[src/hdl/ppf_div_unit.sv]
// Restoring divider, one quotient bit per cycle.
module ppf_div_unit #(
    parameter int DIV_W = 27
) (
    input  logic             clk,
    input  logic             rst_n,
    input  logic             start,
    input  logic [DIV_W-1:0] dividend,
    input  logic [DIV_W-1:0] divisor,
    output logic             done,
    output logic [DIV_W-1:0] quotient
);

    localparam int CNT_W = $clog2(DIV_W + 1);

    logic             busy_reg;
    logic             done_reg;
    logic [CNT_W-1:0] cnt_reg;
    logic [DIV_W-1:0] rem_reg;
    logic [DIV_W-1:0] quo_reg;
    logic [DIV_W-1:0] dvs_reg;
    logic [DIV_W:0]   trial;

    assign trial = {rem_reg, quo_reg[DIV_W-1]};

    always_ff @(posedge clk or negedge rst_n)
    begin
        if (!rst_n)
        begin
            busy_reg <= 1'b0;
            done_reg <= 1'b0;
            cnt_reg  <= '0;
        end
        else
        begin
            done_reg <= 1'b0;
            if (start)
            begin
                busy_reg <= 1'b1;
                cnt_reg  <= '0;
                rem_reg  <= '0;
                quo_reg  <= dividend;
                dvs_reg  <= divisor;
            end
            else if (busy_reg)
            begin
                // shift in next dividend bit, subtract when it fits
                if (trial >= {1'b0, dvs_reg})
                begin
                    rem_reg <= DIV_W'(trial - {1'b0, dvs_reg});
                    quo_reg <= {quo_reg[DIV_W-2:0], 1'b1};
                end
                else
                begin
                    rem_reg <= trial[DIV_W-1:0];
                    quo_reg <= {quo_reg[DIV_W-2:0], 1'b0};
                end
                if (cnt_reg == CNT_W'(DIV_W - 1))
                begin
                    busy_reg <= 1'b0;
                    done_reg <= 1'b1;
                end
                cnt_reg <= cnt_reg + 1'b1;
            end
        end
    end

    assign done     = done_reg;
    assign quotient = quo_reg;

endmodule

[config.mk]
export PLATFORM = sky130hd
export DESIGN_NAME = ppf_div_unit
export DESIGN_NICKNAME = d
export VERILOG_FILES = /design/src/hdl/ppf_div_unit.sv
export SDC_FILE = /design/constraint.sdc
export NUM_CORES = 1
export LEC_CHECK = 0
export BUFFER_PORTS_ARGS = -buffer_cell sky130_fd_sc_hd__buf_2
export CORE_AREA = 3 3 140 142
export CTS_CLUSTER_DIAMETER = 200
export CTS_CLUSTER_SIZE = 12
export DETAILED_ROUTE_END_ITERATION = 8
export DIE_AREA = 0 0 143 145
export PLACE_DENSITY_LB_ADDON = 0.25
export SLEW_MARGIN = 15
export SYNTH_ARGS = -nofsm -noshare
export SYNTH_HDL_FRONTEND = slang
export SYNTH_SLANG_ARGS = --single-unit
[constraint.sdc]
create_clock -name clk -period 4.1 [get_ports clk]
set_input_delay 0.82 -clock clk [delete_from_list [all_inputs] [get_ports clk]]
set_output_delay 0.82 -clock clk [all_outputs]
set_load 0.02 [all_outputs]
**Yosys cells after proc, flatten, opt, wreduce, memory -nomap -nowiden**

Index checks and enable logic that the tools add are counted.

- Add/sub/neg operators: 2
- $mul: 0
- Div/mod/pow operators: 0
- $lt $le $gt $ge: 1
- Eq/ne operators: 1
- Shift-type cells: 0
- Multiplexer cells: 13
- Bitwise operators: 0
- Reduce and logical (&&, ||, !) cells: 3

Operators with widths:

| cell | count |
|---|---|
| two-way mux 27 bit | 4 |
| >= comparator 28 x 27 -> 1 bit | 1 |
| subtractor 27 bit | 1 |
| two-way mux 5 bit | 2 |
| two-way mux 1 bit | 7 |
| adder 5 x 1 -> 5 bit, second input constant | 1 |
| == test 5 bit, second input constant | 1 |
| AND reduction 2 bit | 2 |
| nonzero test 2 bit | 1 |

- Flip-flop bits (word level): 88
- Bits in latches: 0
- RAM bits: 0
- Memory bits (read-only): 0
- Input port bits: 57
- Output and inout bits: 28
- Memories: 0

**Depth between registers and ports, before layout**

- Depth in word-level cells: 4
- Mapped depth: 11
- Depth with buffers taken out: 10

**Worst setup path after synthesis**

Ideal clock, no wire load.

- Path type: flip-flop to flip-flop
- Start: reg quo_reg[26] (netlist: quotient[26])
- End: reg rem_reg[25] (data pin)
- Setup time: 0.256 ns
- Arrival: 2.703 ns
- Setup slack: 1.141 ns
- Cell stages (with the launch flop): 12
- Buffers on the path: 1
- Period minus slack after synthesis: 2.959 ns
- Cells stage by stage: edfxtp_1 > inv_1 > ha_1 > fa_1 > nand2b_1 > a21oi_1 > o211a_1 > o21ai_0 > a211oi_2 > buf_2 > o32ai_1 > a31o_2

- Longest elaborated chain between the ends: 3
- Elaborated cells between the ends (all ways): 4
- Classes of those cells: 1 x add/sub; 1 x order compare; 2 x mux

RTL lines:

| element | RTL line | source |
|---|---|---|
| from (decl) | 20 | `logic [DIV_W-1:0] quo_reg;` |
| from (signal assigned) | 42 | `quo_reg <= dividend;` |
| from (signal assigned) | 51 | `quo_reg <= {quo_reg[DIV_W-2:0], 1'b1};` |
| from (signal assigned) | 56 | `quo_reg <= {quo_reg[DIV_W-2:0], 1'b0};` |
| subtractor 27 bit or >= comparator 28 x 27 -> 1 bit (tied branches) | 50, 48 |  |
| two-way mux 27 bit * | 48 | `if (trial >= {1'b0, dvs_reg})` |
| two-way mux 27 bit * | 45 | `else if (busy_reg)` |
| to (signal assigned) | 50 | `rem_reg <= DIV_W'(trial - {1'b0, dvs_reg});` |
| to (signal assigned) | 55 | `rem_reg <= trial[DIV_W-1:0];` |
| to (decl) | 19 | `logic [DIV_W-1:0] rem_reg;` |

Mark *: on every way between the ends. The rest lies on a longest branch, timed or not.
A chain may end at the register's enable or synchronous reset.

**Worst setup path after layout**

- Start: reg quo_reg[26] (netlist: quotient[26])
- End: reg rem_reg[22] (data pin)

The elaborated chain is that of the path after synthesis.

==> impl_metrics.tcl <==
set metrics [dict create \
    final_layout_size_suffix_gt1_frac 0.245 \
    synthesis.area_per_instance_um2 10.5 \
    tritoncts "yes" \
    finClkSkew_ns 0.00806 \
    synth_flop_cell "edfxtp_1" \
    finalSetupViolations 0 \
    crit_fanout 32 \
    crit_path_cells "inv_1, ha_1, fa_1, nand2b_1, a21oi_1, o211a_1, o21ai_0, a211o_2, and3_1, a221o_1" \
    ys_seq_area_frac 0.474 \
    post_drt_wl_per_cell_um 15.8 \
    worstMarginPinSlew_ns 0.765 \
    post_synth_main_area_contributors "edfxtp_1, ha_1, mux2_2, nand2_1, dfrtp_1" \
    synth_enable_flop_cells 81 \
    grt_pass1_vias 4403 \
    postRouteWirelength_um 13300 \
    fp.dieW_um 143 \
    cts_setup_buffers 0 \
    rr_endpoint "rem_reg[22]" \
    ys_warn_count 0 \
    report.final.slew_viol_count 0 \
    clock_transition_at_path_regs_ns 0.07 \
    max-vdd-ir-drop_uv 221 \
    routed_via_density 5.09 \
    crit_path_end_kind "register" \
    detailedRoute.firstPassIterationCount 4 \
    rsz0062_at_grt "false" \
    ys_types 66 \
    placement.io_buffers 84 \
    crit_required_ns 4.20 \
    setup.reg_to_reg.worst_slack_ns 0.70 \
    maxClockFrequency_mhz 294 \
    slew_headroom 0.490 \
    leakage_nw 2.62 \
    hold_viol 0 \
    cts-htree-levels 3 \
    max-cap-violations 0 \
    number_of_storage_elements_in_the_synthesis_netlist 88 \
    place_congestion 0.846 \
    dp_slack_ns 0.716 \
    holdBufCountCts 0 \
    hold_path_class "reg -> reg" \
    clk_latency_ns 0.35 \
    crit_path_to "rem_reg[22]" \
    final.setup.worst_slack_ns 0.696 \
    worstSetupPathType "reg -> reg" \
    cts_buffers 9 \
    reg2reg_depth 10 \
    grt-ovfl-total 0 \
    diodes 0 \
    final.period_utilization 0.830 \
    synthesis.area_mm2 0.00550 \
    start_util 0.296 \
    grt_pass1_wl_um 22200 \
    grt_use_total 0.131 \
    route.detailed.drc 0 \
    final_nets 686 \
    critPathLaunch "quotient[26]" \
    synth_top_area_share 0.442 \
    place_hpwl_um 9790 \
    r2r-start "quotient[26]" \
    initial_antenna_violation_count 0 \
    timing.critical_path.from_type "register" \
    synthToLayoutAreaGrowth_pct 17.4 \
    cts.sink_count 88 \
    synth_top_cell_by_area "edfxtp_1" \
    ant_nets 0 \
    postCtsResizedCells 0 \
    route.vias.total 4265 \
    die_h_um 145 \
    grt_max_degree 33 \
    critPathMaxStageDelay_ns 0.63 \
    maximum_count_of_clock_buffers_along_a_single_path 2 \
    core.rowCount 50 \
    design.die.area_mm2 0.0207 \
    crit_path_top_delay_cell "a211o_2" \
    boundaryPins 85 \
    synthesis.instances 523 \
    layout_min_cycle_time_ns 3.40 \
    synthesis.nets 610 \
    async_reset_ff_frac 0.0795 \
    status "finished, final reports clean" \
    clk_root_buffer_cell "clkbuf_16" \
    initialDrtViolationCount 393 \
    arrival_ns 3.50 \
    final.setup.tns_ns 0 \
    core_area_mm2 0.0186 \
    power.density_mw_per_mm2 485 \
]
[layout by cell type, fill, tap and decap left out, types with 7 or more instances in the layout]
| cell type | netlist | layout |
|---|---|---|
| edfxtp_1 | 81 | 81 |
| nor3_1 | 9 | 9 |
| nand3_1 | 13 | 13 |
| buf_2 | 4 | 84 |
| o21ai_0 | 23 | 23 |
| buf_4 | 1 | 7 |
| a21oi_1 | 27 | 27 |
| inv_1 | 36 | 36 |
| a311oi_1 | 17 | 17 |
| nor2_1 | 40 | 40 |
| xnor2_1 | 7 | 7 |
| dfrtp_1 | 7 | 7 |
| nand2_1 | 56 | 56 |
| mux2_2 | 26 | 26 |
| o211ai_1 | 8 | 8 |
| ha_1 | 29 | 29 |
| clkbuf_16 | 0 | 9 |
| o31ai_1 | 7 | 7 |
| xor2_1 | 11 | 11 |
[through the flow]
| stage | power, mW | area (um^2) | utilization | hold WS [ns] | instances |
|---|---|---|---|---|---|
| after global placement | 2.29 | 6150 | 0.331 | 0.522 | 822 |
| final | 3.14 | 6460 | 0.348 | 0.547 | 838 |
| after floorplan | 2.04 | 5500 | - | 0.505 | 523 |
| after CTS | 3.17 | 6460 | 0.348 | 0.553 | 838 |
| after global routing | 3.34 | 6460 | 0.348 | 0.590 | 838 |
| after detailed placement | 2.29 | 6150 | 0.331 | 0.537 | 822 |
[layer usage]
| layer | vias to the layer above | track usage | wire length [um] |
|---|---|---|---|
| li1 | 2121 | - | - |
| met1 | 1988 | 0.176 | 6280 |
| met2 | 131 | 0.201 | 5860 |
| met3 | 25 | 0.0419 | 866 |
| met4 | 0 | 0.0399 | 261 |
| met5 | - | 0 | 0 |
[worst min path at each step]
stage               slack [ns]       start  depth (start not counted)         end
floorplan                 0.50  cnt_reg[4]                          2  cnt_reg[4]
global placement          0.52  cnt_reg[4]                          2  cnt_reg[4]
detailed placement        0.54  cnt_reg[4]                          2  cnt_reg[4]
CTS                       0.55  cnt_reg[4]                          2  cnt_reg[4]
global route              0.59  cnt_reg[4]                          2  cnt_reg[4]
finish                    0.55  cnt_reg[4]                          2  cnt_reg[4]
[power by group]
group          total (mW)  internal (mW)  switching (mW)
combinational        1.09          0.439           0.654
clock               0.860          0.480           0.380
sequential           1.18           1.12          0.0654
[layout make-up]
type | count | area [um^2]
Inverter | 36 | 135
Fill cell | 1851 | 12100
Clock inverter | 7 | 80.1
Sequential cell | 88 | 2610
Clock buffer | 9 | 225
Timing Repair Buffer | 92 | 493
Tap cell | 234 | 293
Multi-Input combinational cell | 372 | 2630
[worst max-delay path: cells and delay by family, from the launching register on]
| kind | cells | cell delay (ns) |
|---|---|---|
| buffers and inverters | 1 | 0.06 |
| and+or+nand+nor | 2 | 0.48 |
| DFF | 1 | 0.38 |
| adders and majority gates | 2 | 0.61 |
| AOI/OAI and AO/OA | 5 | 1.63 |
[kinds of logic (layout without fill, tap and decap cells)]
family,Yosys count,in the layout,share of synthesized area
adders and majority gates,30,30,0.0696
and+or+nand+nor,168,168,0.151
muxes,27,27,0.0550
DFF,88,88,0.474
xor gates and xnor gates,18,18,0.0287
AOI/OAI and AO/OA,129,129,0.173
buffers and inverters,63,144,0.0489
[synthesized netlist by cell type (2+ instances only)]
library cell / number
o21a_1: 4
inv_1: 36
o31ai_1: 7
nand4_1: 6
a32oi_1: 5
xnor2_1: 7
and4_1: 4
nand3b_1: 5
buf_2: 4
and2_1: 5
a311oi_2: 5
o211a_1: 2
nand3_1: 13
nor2_1: 40
nand2b_1: 6
buf_6: 3
and3_1: 6
a21oi_1: 27
xor2_1: 11
o211ai_1: 8
nor2b_1: 4
dfrtp_1: 7
o2111ai_1: 2
edfxtp_1: 81
and4b_1: 3
a311oi_1: 17
buf_1: 2
nand2_1: 56
or3_1: 2
a21boi_0: 3
ha_1: 29
nor4_1: 2
mux2_2: 26
o21ai_0: 23
a21o_1: 5
clkbuf_1: 16
a211oi_1: 4
nor3_1: 9
Power figures use the tool's default switching activity.
