<file path="src/hdl/ppf_pkg.sv">
// Shared types and constants for the sub-pixel peak finder.
package ppf_pkg;

    // Port field widths
    localparam int PIX_IN_W   = 16;
    localparam int POS_W      = 20;
    localparam int THR_W      = 16;
    localparam int DIM_W      = 13;
    localparam int CFG_IDX_W  = 2;
    localparam int CFG_DATA_W = 16;

    // Frame height limit and row counter width
    localparam int MAX_HEIGHT = 4096;
    localparam int ROW_W      = 12;

    // Log arithmetic: mantissa fraction bits, ln2 and -ln(0.0001) in Q30
    localparam int          MANT_FRAC   = 30;
    localparam logic [29:0] LN2_Q30     = 30'd744261118;
    localparam logic [63:0] LN_ZERO_Q30 = 64'd9889527671;

    // Configuration register indexes
    typedef enum logic [CFG_IDX_W-1:0] {
        CFG_THRESHOLD    = 2'd0,
        CFG_IMAGE_WIDTH  = 2'd1,
        CFG_IMAGE_HEIGHT = 2'd2
    } cfg_idx_t;

endpackage

</file>
<file path="src/hdl/ppf_ln_unit.sv">
// Iterative fixed-point natural log: log2 by repeated squaring, then scale by ln2.
module ppf_ln_unit import ppf_pkg::*; #(
    parameter int PIXEL_BITS    = 16,
    parameter int LOG_FRAC_BITS = 11
) (
    input  logic                              clk,
    input  logic                              rst_n,
    input  logic                              start,
    input  logic [PIXEL_BITS-1:0]             value,
    output logic                              done,
    output logic signed [LOG_FRAC_BITS+5:0]   result
);

    localparam int LN_W = LOG_FRAC_BITS + 6;
    localparam int NB   = $clog2(PIXEL_BITS);
    localparam logic [63:0] ZERO_MAG =
        (LN_ZERO_Q30 + (64'd1 << (29 - LOG_FRAC_BITS))) >> (30 - LOG_FRAC_BITS);
    localparam logic [63:0] ROUND_B = 64'd1 << (59 - LOG_FRAC_BITS);

    typedef enum logic [3:0] {
        L_IDLE = 4'b0001,
        L_SQR  = 4'b0010,
        L_MULA = 4'b0100,
        L_MULB = 4'b1000
    } ln_state_t;

    ln_state_t                 state_reg;
    logic [NB-1:0]             exp_reg;
    logic [MANT_FRAC:0]        mant_reg;
    logic [MANT_FRAC-1:0]      frac_reg;
    logic [4:0]                iter_reg;
    logic [59:0]               pfrac_reg;
    logic [NB+29:0]            pexp_reg;
    logic                      done_reg;
    logic signed [LN_W-1:0]    result_reg;

    logic [NB-1:0]             msb_idx;
    logic [2*MANT_FRAC+1:0]    sq;
    logic [MANT_FRAC+1:0]      sq_sh;
    logic [63:0]               prod;

    // leading one position
    always_comb
    begin
        msb_idx = '0;
        for (int i = 0; i < PIXEL_BITS; i++)
        begin
            if (value[i])
            begin
                msb_idx = NB'(i);
            end
        end
    end

    assign sq    = mant_reg * mant_reg;
    assign sq_sh = sq[2*MANT_FRAC+1:MANT_FRAC];
    assign prod  = ({{(34-NB){1'b0}}, pexp_reg} << MANT_FRAC) + {4'b0, pfrac_reg} + ROUND_B;

    always_ff @(posedge clk or negedge rst_n)
    begin
        if (!rst_n)
        begin
            state_reg <= L_IDLE;
            done_reg  <= 1'b0;
            iter_reg  <= '0;
        end
        else
        begin
            done_reg <= 1'b0;
            unique case (state_reg)
                L_IDLE:
                begin
                    if (start)
                    begin
                        if (value == '0)
                        begin
                            result_reg <= -$signed(LN_W'(ZERO_MAG));
                            done_reg   <= 1'b1;
                        end
                        else
                        begin
                            exp_reg   <= msb_idx;
                            mant_reg  <= (MANT_FRAC+1)'(value) << (5'd30 - 5'(msb_idx));
                            frac_reg  <= '0;
                            iter_reg  <= '0;
                            state_reg <= L_SQR;
                        end
                    end
                end
                L_SQR:
                begin
                    // one fraction bit of log2 per square
                    if (sq_sh[MANT_FRAC+1])
                    begin
                        mant_reg <= sq_sh[MANT_FRAC+1:1];
                        frac_reg <= {frac_reg[MANT_FRAC-2:0], 1'b1};
                    end
                    else
                    begin
                        mant_reg <= sq_sh[MANT_FRAC:0];
                        frac_reg <= {frac_reg[MANT_FRAC-2:0], 1'b0};
                    end
                    if (iter_reg == 5'(MANT_FRAC - 1))
                    begin
                        state_reg <= L_MULA;
                    end
                    iter_reg <= iter_reg + 5'd1;
                end
                L_MULA:
                begin
                    pfrac_reg <= frac_reg * LN2_Q30;
                    pexp_reg  <= exp_reg * LN2_Q30;
                    state_reg <= L_MULB;
                end
                L_MULB:
                begin
                    result_reg <= $signed(LN_W'(prod >> (60 - LOG_FRAC_BITS)));
                    done_reg   <= 1'b1;
                    state_reg  <= L_IDLE;
                end
                default:
                begin
                    state_reg <= L_IDLE;
                end
            endcase
        end
    end

    assign done   = done_reg;
    assign result = result_reg;

endmodule

</file>
<file path="config.mk">
export PLATFORM = sky130hd
export DESIGN_NAME = ppf_ln_unit
export DESIGN_NICKNAME = d
export VERILOG_FILES = /design/src/hdl/ppf_pkg.sv /design/src/hdl/ppf_ln_unit.sv
export SDC_FILE = /design/constraint.sdc
export NUM_CORES = 2
export LEC_CHECK = 0
export ABC_AREA = 1
export BUFFER_PORTS_ARGS = -buffer_cell sky130_fd_sc_hd__buf_4
export CORE_ASPECT_RATIO = 0.75
export CORE_MARGIN = 2
export CORE_UTILIZATION = 44
export CTS_CLUSTER_SIZE = 40
export DETAILED_ROUTE_END_ITERATION = 7
export HOLD_SLACK_MARGIN = 0.1
export PLACE_DENSITY = 0.67
export SYNTH_ARGS = -nofsm -noshare
export SYNTH_HDL_FRONTEND = slang
export SYNTH_SLANG_ARGS = --single-unit
</file>
<file path="constraint.sdc">
create_clock -name clk -period 9 [get_ports clk]
set_clock_uncertainty 0.2 [all_clocks]
set_input_delay 0.45 -clock clk [delete_from_list [all_inputs] [get_ports clk]]
set_output_delay 0.45 -clock clk [all_outputs]
set_load 0.1 [all_outputs]
</file>
-- Word-level counts from Yosys, hierarchy flattened
Cells that the tools add are included.
- register bits after elaboration: 184
- input bits: 19
- output and inout port bits: 18
- word-level logic and storage cells: 72
- add/sub/neg operators: 4
- multipliers: 3
- eq/ne operators: 9
- shift operators: 1
- muxes and demuxes: 36
- bitwise operators: 1
- reductions and logical operators: 9
- operators by type and width (cell ; count):
    31-bit two-way mux ; 3
    64-bit by 49-bit adder with 64-bit output, second input constant ; 1
    64-bit by 60-bit adder with 64-bit output ; 1
    31-bit by 31-bit multiplier with 62-bit output ; 1
    31-bit one-hot mux with 2 select lines ; 1
    30-bit two-way mux ; 2
    30-bit one-hot mux with 2 select lines ; 1
    30-bit by 29-bit multiplier with 59-bit output, second input constant ; 1
    4-bit two-way mux ; 14
    17-bit two-way mux ; 2
    17-bit one-hot mux with 2 select lines ; 1
    4-bit by 29-bit multiplier with 33-bit output, second input constant ; 1
    16-bit by 5-bit << shifter with 31-bit output ; 1
    16-bit logical NOT ; 1
    4-bit one-hot mux with 3 select lines ; 1
    4-bit AND reduction ; 3
    5-bit two-way mux ; 2
    5-bit one-hot mux with 2 select lines ; 1
    2-bit inequality test, second input constant ; 4
    3-bit AND reduction ; 2
    5-bit by 1-bit adder with 5-bit output, second input constant ; 1
    5-bit equality test, second input constant ; 1
    5-bit by 4-bit subtractor with 5-bit output, first input constant ; 1
    4-bit by 1-bit equality test with 1-bit output, second input constant ; 1
    10 further kinds ; 15

-- Longest topological paths before layout
- word-level depth: 20
- mapped depth: 34
- depth with buffers taken out: 33

-- Worst setup path after synthesis
No wires, ideal clock.
- kind: flip-flop to flip-flop
- from: register mant_reg[18]
- to: register mant_reg[26] (data pin)
- library setup time: 0.253 ns
- data arrival time: 6.932 ns
- slack: 1.615 ns
- stages on the path, launching flop included: 30
- buffers on the path: 2
- path through: edfxtp_1 clkbuf_1 clkbuf_1 nand2_1 fa_1 inv_1 fa_1 inv_1 fa_1 fa_1 inv_1 fa_1 fa_1 fa_1 inv_1 fa_1 inv_1 ha_1 a21o_1 a31oi_1 o21ai_0 a21oi_1 nand3_1 nand3_1 nand2_1 a21oi_1 xor2_1 nor2_1 nor2_1 nand2_1
- cells in the longest elaborated chain, start to end: 3
- ends and longest elaborated chain (what ; line ; text):
    start, declared ; ppf_ln_unit.sv:29 ; logic [MANT_FRAC:0] mant_reg;
    start signal, assigned ; ppf_ln_unit.sv:83 ; mant_reg <= (MANT_FRAC+1)'(value) << (5'd30 - 5'(msb_idx));
    start signal, assigned ; ppf_ln_unit.sv:95 ; mant_reg <= sq_sh[MANT_FRAC+1:1];
    start signal, assigned ; ppf_ln_unit.sv:100 ; mant_reg <= sq_sh[MANT_FRAC:0];
    31-bit by 31-bit multiplier with 62-bit output ; ppf_ln_unit.sv:55 ; assign sq = mant_reg * mant_reg;
    31-bit two-way mux ; ppf_ln_unit.sv:93 ; if (sq_sh[MANT_FRAC+1])
    31-bit one-hot mux with 2 select lines ; ppf_ln_unit.sv:70 ; unique case (state_reg)
Every way passes these cells.
A chain may end at the register's enable or synchronous reset.

-- Final worst setup path
- from: register mant_reg[17]
- to: register mant_reg[15] (data pin)
The elaborated chain is that of the path after synthesis.

==> impl_results.md <==
- Slew at the pin closest to its max-slew limit: between 1 and 1.5 ns
- Largest family of logic cells by synthesized area: adder cells
- HP Class: in2async
- Max reg flops: 32
- CP max stage cell: edfxtp_1
- Initial core utilization: 44.3%
- Worst reg2reg setup slack: about 0.3 ns
- RSZ-0062 raised after global routing: no
- CP most frequent cell: fa_1
- Yosys reg bits: between 150 and 200
- Mapped Nets: a little under 8000
- Status: finished, final reports clean
- Ports: 37
- Drt via density: a little over 5
- FF-to-FF End: mant_reg[15]
- Buffers on Ports: 36
- Post-DRT Antenna Nets: 0
- Crit-path max cell delay: ~0.96 ns
- Initial DRC count: roughly 3200
- Main synth FF type: edfxtp_1
- Synth warnings: 0
- Top post-synthesis cells by area: fa_1 (42%), ha_1 (16%), inv_1 (13%), edfxtp_1 (8.2%), nand2_1 (6.6%)
- Compound-gate portion of the synthesized area: 5.57%
- Syn avg cell area: slightly below 9 µm²
- Die X-Extent: between 400 and 500 µm
- WP data arrival: about 8.7 ns
- Worst skew pair latency: just under 0.5 ns
- Max-cap viol count: 0
- GPL Wtd Cong: about 0.96
- Post-Synth Adder-Cell Area: about three fifths
- Routed len/inst: ~18 µm
- DRT Pass-1 Iters: 6
- DPL Wire Length: ~120 mm
- Vias in the first global route: 40200
- All-Layer GR Usage: between 20% and 30%
- Fmax: about 110 MHz
- Worst slew margin: around 16%
- Post-CTS Resized: 0
- CP max FO: 12
- Setup_tns: 0 ns
- CTS Buf Count: 17
- Die Y: between 300 and 400 µm
- Number of cells produced by synthesis: around 6000
- Core area: approximately 120000 µm²
- Antenna violations before repair: 2
- Setup violations, final: 0
- Largest net degree at the start of global routing: slightly above 60
- Clock Path Buffers: 2
- Total Die Area: around 120000 µm²
- R2R cell count: 25
- Row Count: 109
- Clk sinks: about 150
- Global-route wire length before repair: ~220 mm
- CTS tree: yes
- Via Count: approximately 38000
- Layout cell share with drive strength beyond 1: under 10%
- Clk root buf: clkbuf_16
- Unique masters post-synth: between 50 and 60
- Async SR Flop Fraction: ~6.6%
- Gr ovfl total: 0
- CTS H-tree depth: 4
- Final WL: between 100 and 150 mm
- Fin. Hold Viols: 0
- Area Growth Syn to Fin: 6.14%
- Nets: about 7800
- Reg clk slew, reported paths: 0.08 ns
- Register area share after synthesis: 8.67%
- Post-synthesis instance area: between 50000 and 60000 µm²
- Tcrit/Tclk final: between 90% and 100%
- Worst EP required: approximately 9.0 ns
- Simple logic cell fraction of the synthesized area: about 11%
- Yosys top cell by area: fa_1
- Worst Setup End Kind: flop
- WS Path Type: reg2reg
- Post-synthesis xor/xnor area fraction: between 1.5 and 2%
- Drc violations: 0
- Post-synthesis mux area share: 0%
- Share of the synthesized area in the top cell type: around two fifths
- Fin. max-slew vios: 0
- Worst r2r src: mant_reg[17]
- CP startpoint kind: flop
- Post-synth EDFFs: 142
- Post-route minimum period: about 8.7 ns
## cells in the final DEF, fill, tap and decap left out, drive strengths merged, types with 9 or more instances in the layout
cell type	Yosys	final
xnor2	43	43
o21ai	154	154
buf	29	128
xor2	64	64
nand3	163	163
clkbuf	93	17
inv	1865	1874
dfrtp	9	9
edfxtp	142	142
ha	676	676
nor4	9	9
o21bai	16	16
a31oi	24	24
nand2	925	925
nand4	18	18
nor2	284	284
o21a	19	19
fa	1092	1092
nor3	24	24
a21boi	12	12
a21o	25	25
a21oi	219	219
o211ai	13	13
## worst max path at each step
| stage | depth (start not counted) | slack, ns | end | start |
|---|---|---|---|---|
| after floorplan | 29 | 1.61 | mant_reg[26] | mant_reg[18] |
| after global placement | 24 | 0.45 | mant_reg[15] | mant_reg[8] |
| after detailed placement | 25 | 0.43 | mant_reg[15] | mant_reg[8] |
| after CTS | 25 | 0.40 | mant_reg[15] | mant_reg[8] |
| after global routing | 26 | 0.03 | mant_reg[13] | mant_reg[18] |
| final | 25 | 0.29 | mant_reg[15] | mant_reg[17] |
## worst max-delay path, delay by kind of cell (launching register included)
family / cells / cell delay (ns)
flip-flops: 1 / 0.96
XOR/XNOR: 1 / 0.43
AND/OR/NAND/NOR: 3 / 0.27
buffers and inverters: 4 / 0.61
AO/OA/AOI/OAI: 8 / 1.70
adder cells (fa/ha/maj): 9 / 4.23
## metrics by stage
| stage | hold slack [ns] | instance area, µm² | util, % | setup slack, ns | instances |
|---|---|---|---|---|---|
| detailed placement | 0.0906 | 54600 | 46.4 | 0.434 | 7524 |
| global placement | 0.0883 | 54600 | 46.4 | 0.454 | 7524 |
| finish | 0.139 | 55300 | 47.0 | 0.295 | 7563 |
| floorplan | -0.0456 | 52100 | - | 1.61 | 5968 |
| global route | 0.135 | 55300 | 47.0 | 0.0289 | 7563 |
| CTS | 0.107 | 55200 | 47.0 | 0.399 | 7558 |
## final cells by class
type	count	area (µm²)
fill	11300	62300
multi-input combinational	3828	40100
inverter	1866	7000
sequential	152	4520
tap	1554	1940
timing repair buffer	130	1120
clock buffer	17	425
clock inverter	15	190
antenna	1	2.50
## logic make-up (layout without fill, tap and decap cells)
| group | count (synthesis) | after routing |
|---|---|---|
| other | 0 | 1 |
| flip-flops | 152 | 152 |
| adder cells (fa/ha/maj) | 1768 | 1768 |
| AO/OA/AOI/OAI | 510 | 510 |
| buffers and inverters | 1988 | 2028 |
| AND/OR/NAND/NOR | 1443 | 1443 |
| XOR/XNOR | 107 | 107 |
## metal layers
| metal | wire (µm) | track usage, % | vias up |
|---|---|---|---|
| met3 | 12400 | 5.82 | 147 |
| met2 | 58300 | 35.3 | 1340 |
| li1 | - | - | 17800 |
| met1 | 62300 | 33.6 | 18900 |
| met4 | 2850 | 5.05 | 0 |
| met5 | 0 | 0 | - |
## Yosys cell counts (24+ instances only)
cell / count
nand3_1: 163
nor2_1: 274
clkbuf_1: 93
a31oi_1: 24
xor2_1: 63
nor3_1: 24
o21ai_0: 144
ha_1: 676
xnor2_1: 43
fa_1: 1092
nand2_1: 920
a21o_1: 25
inv_1: 1857
a21oi_1: 218
edfxtp_1: 142
## what timing repair did
action	4_1_cts	5_1_grt
endpoints found under the hold margin	11	0
hold buffers	2	0
buffers inserted	0	4
setup endpoints to repair	0	4
Power is not shown: default switching activity piles up to over one toggle a cycle in this logic, so the estimate is an artifact.
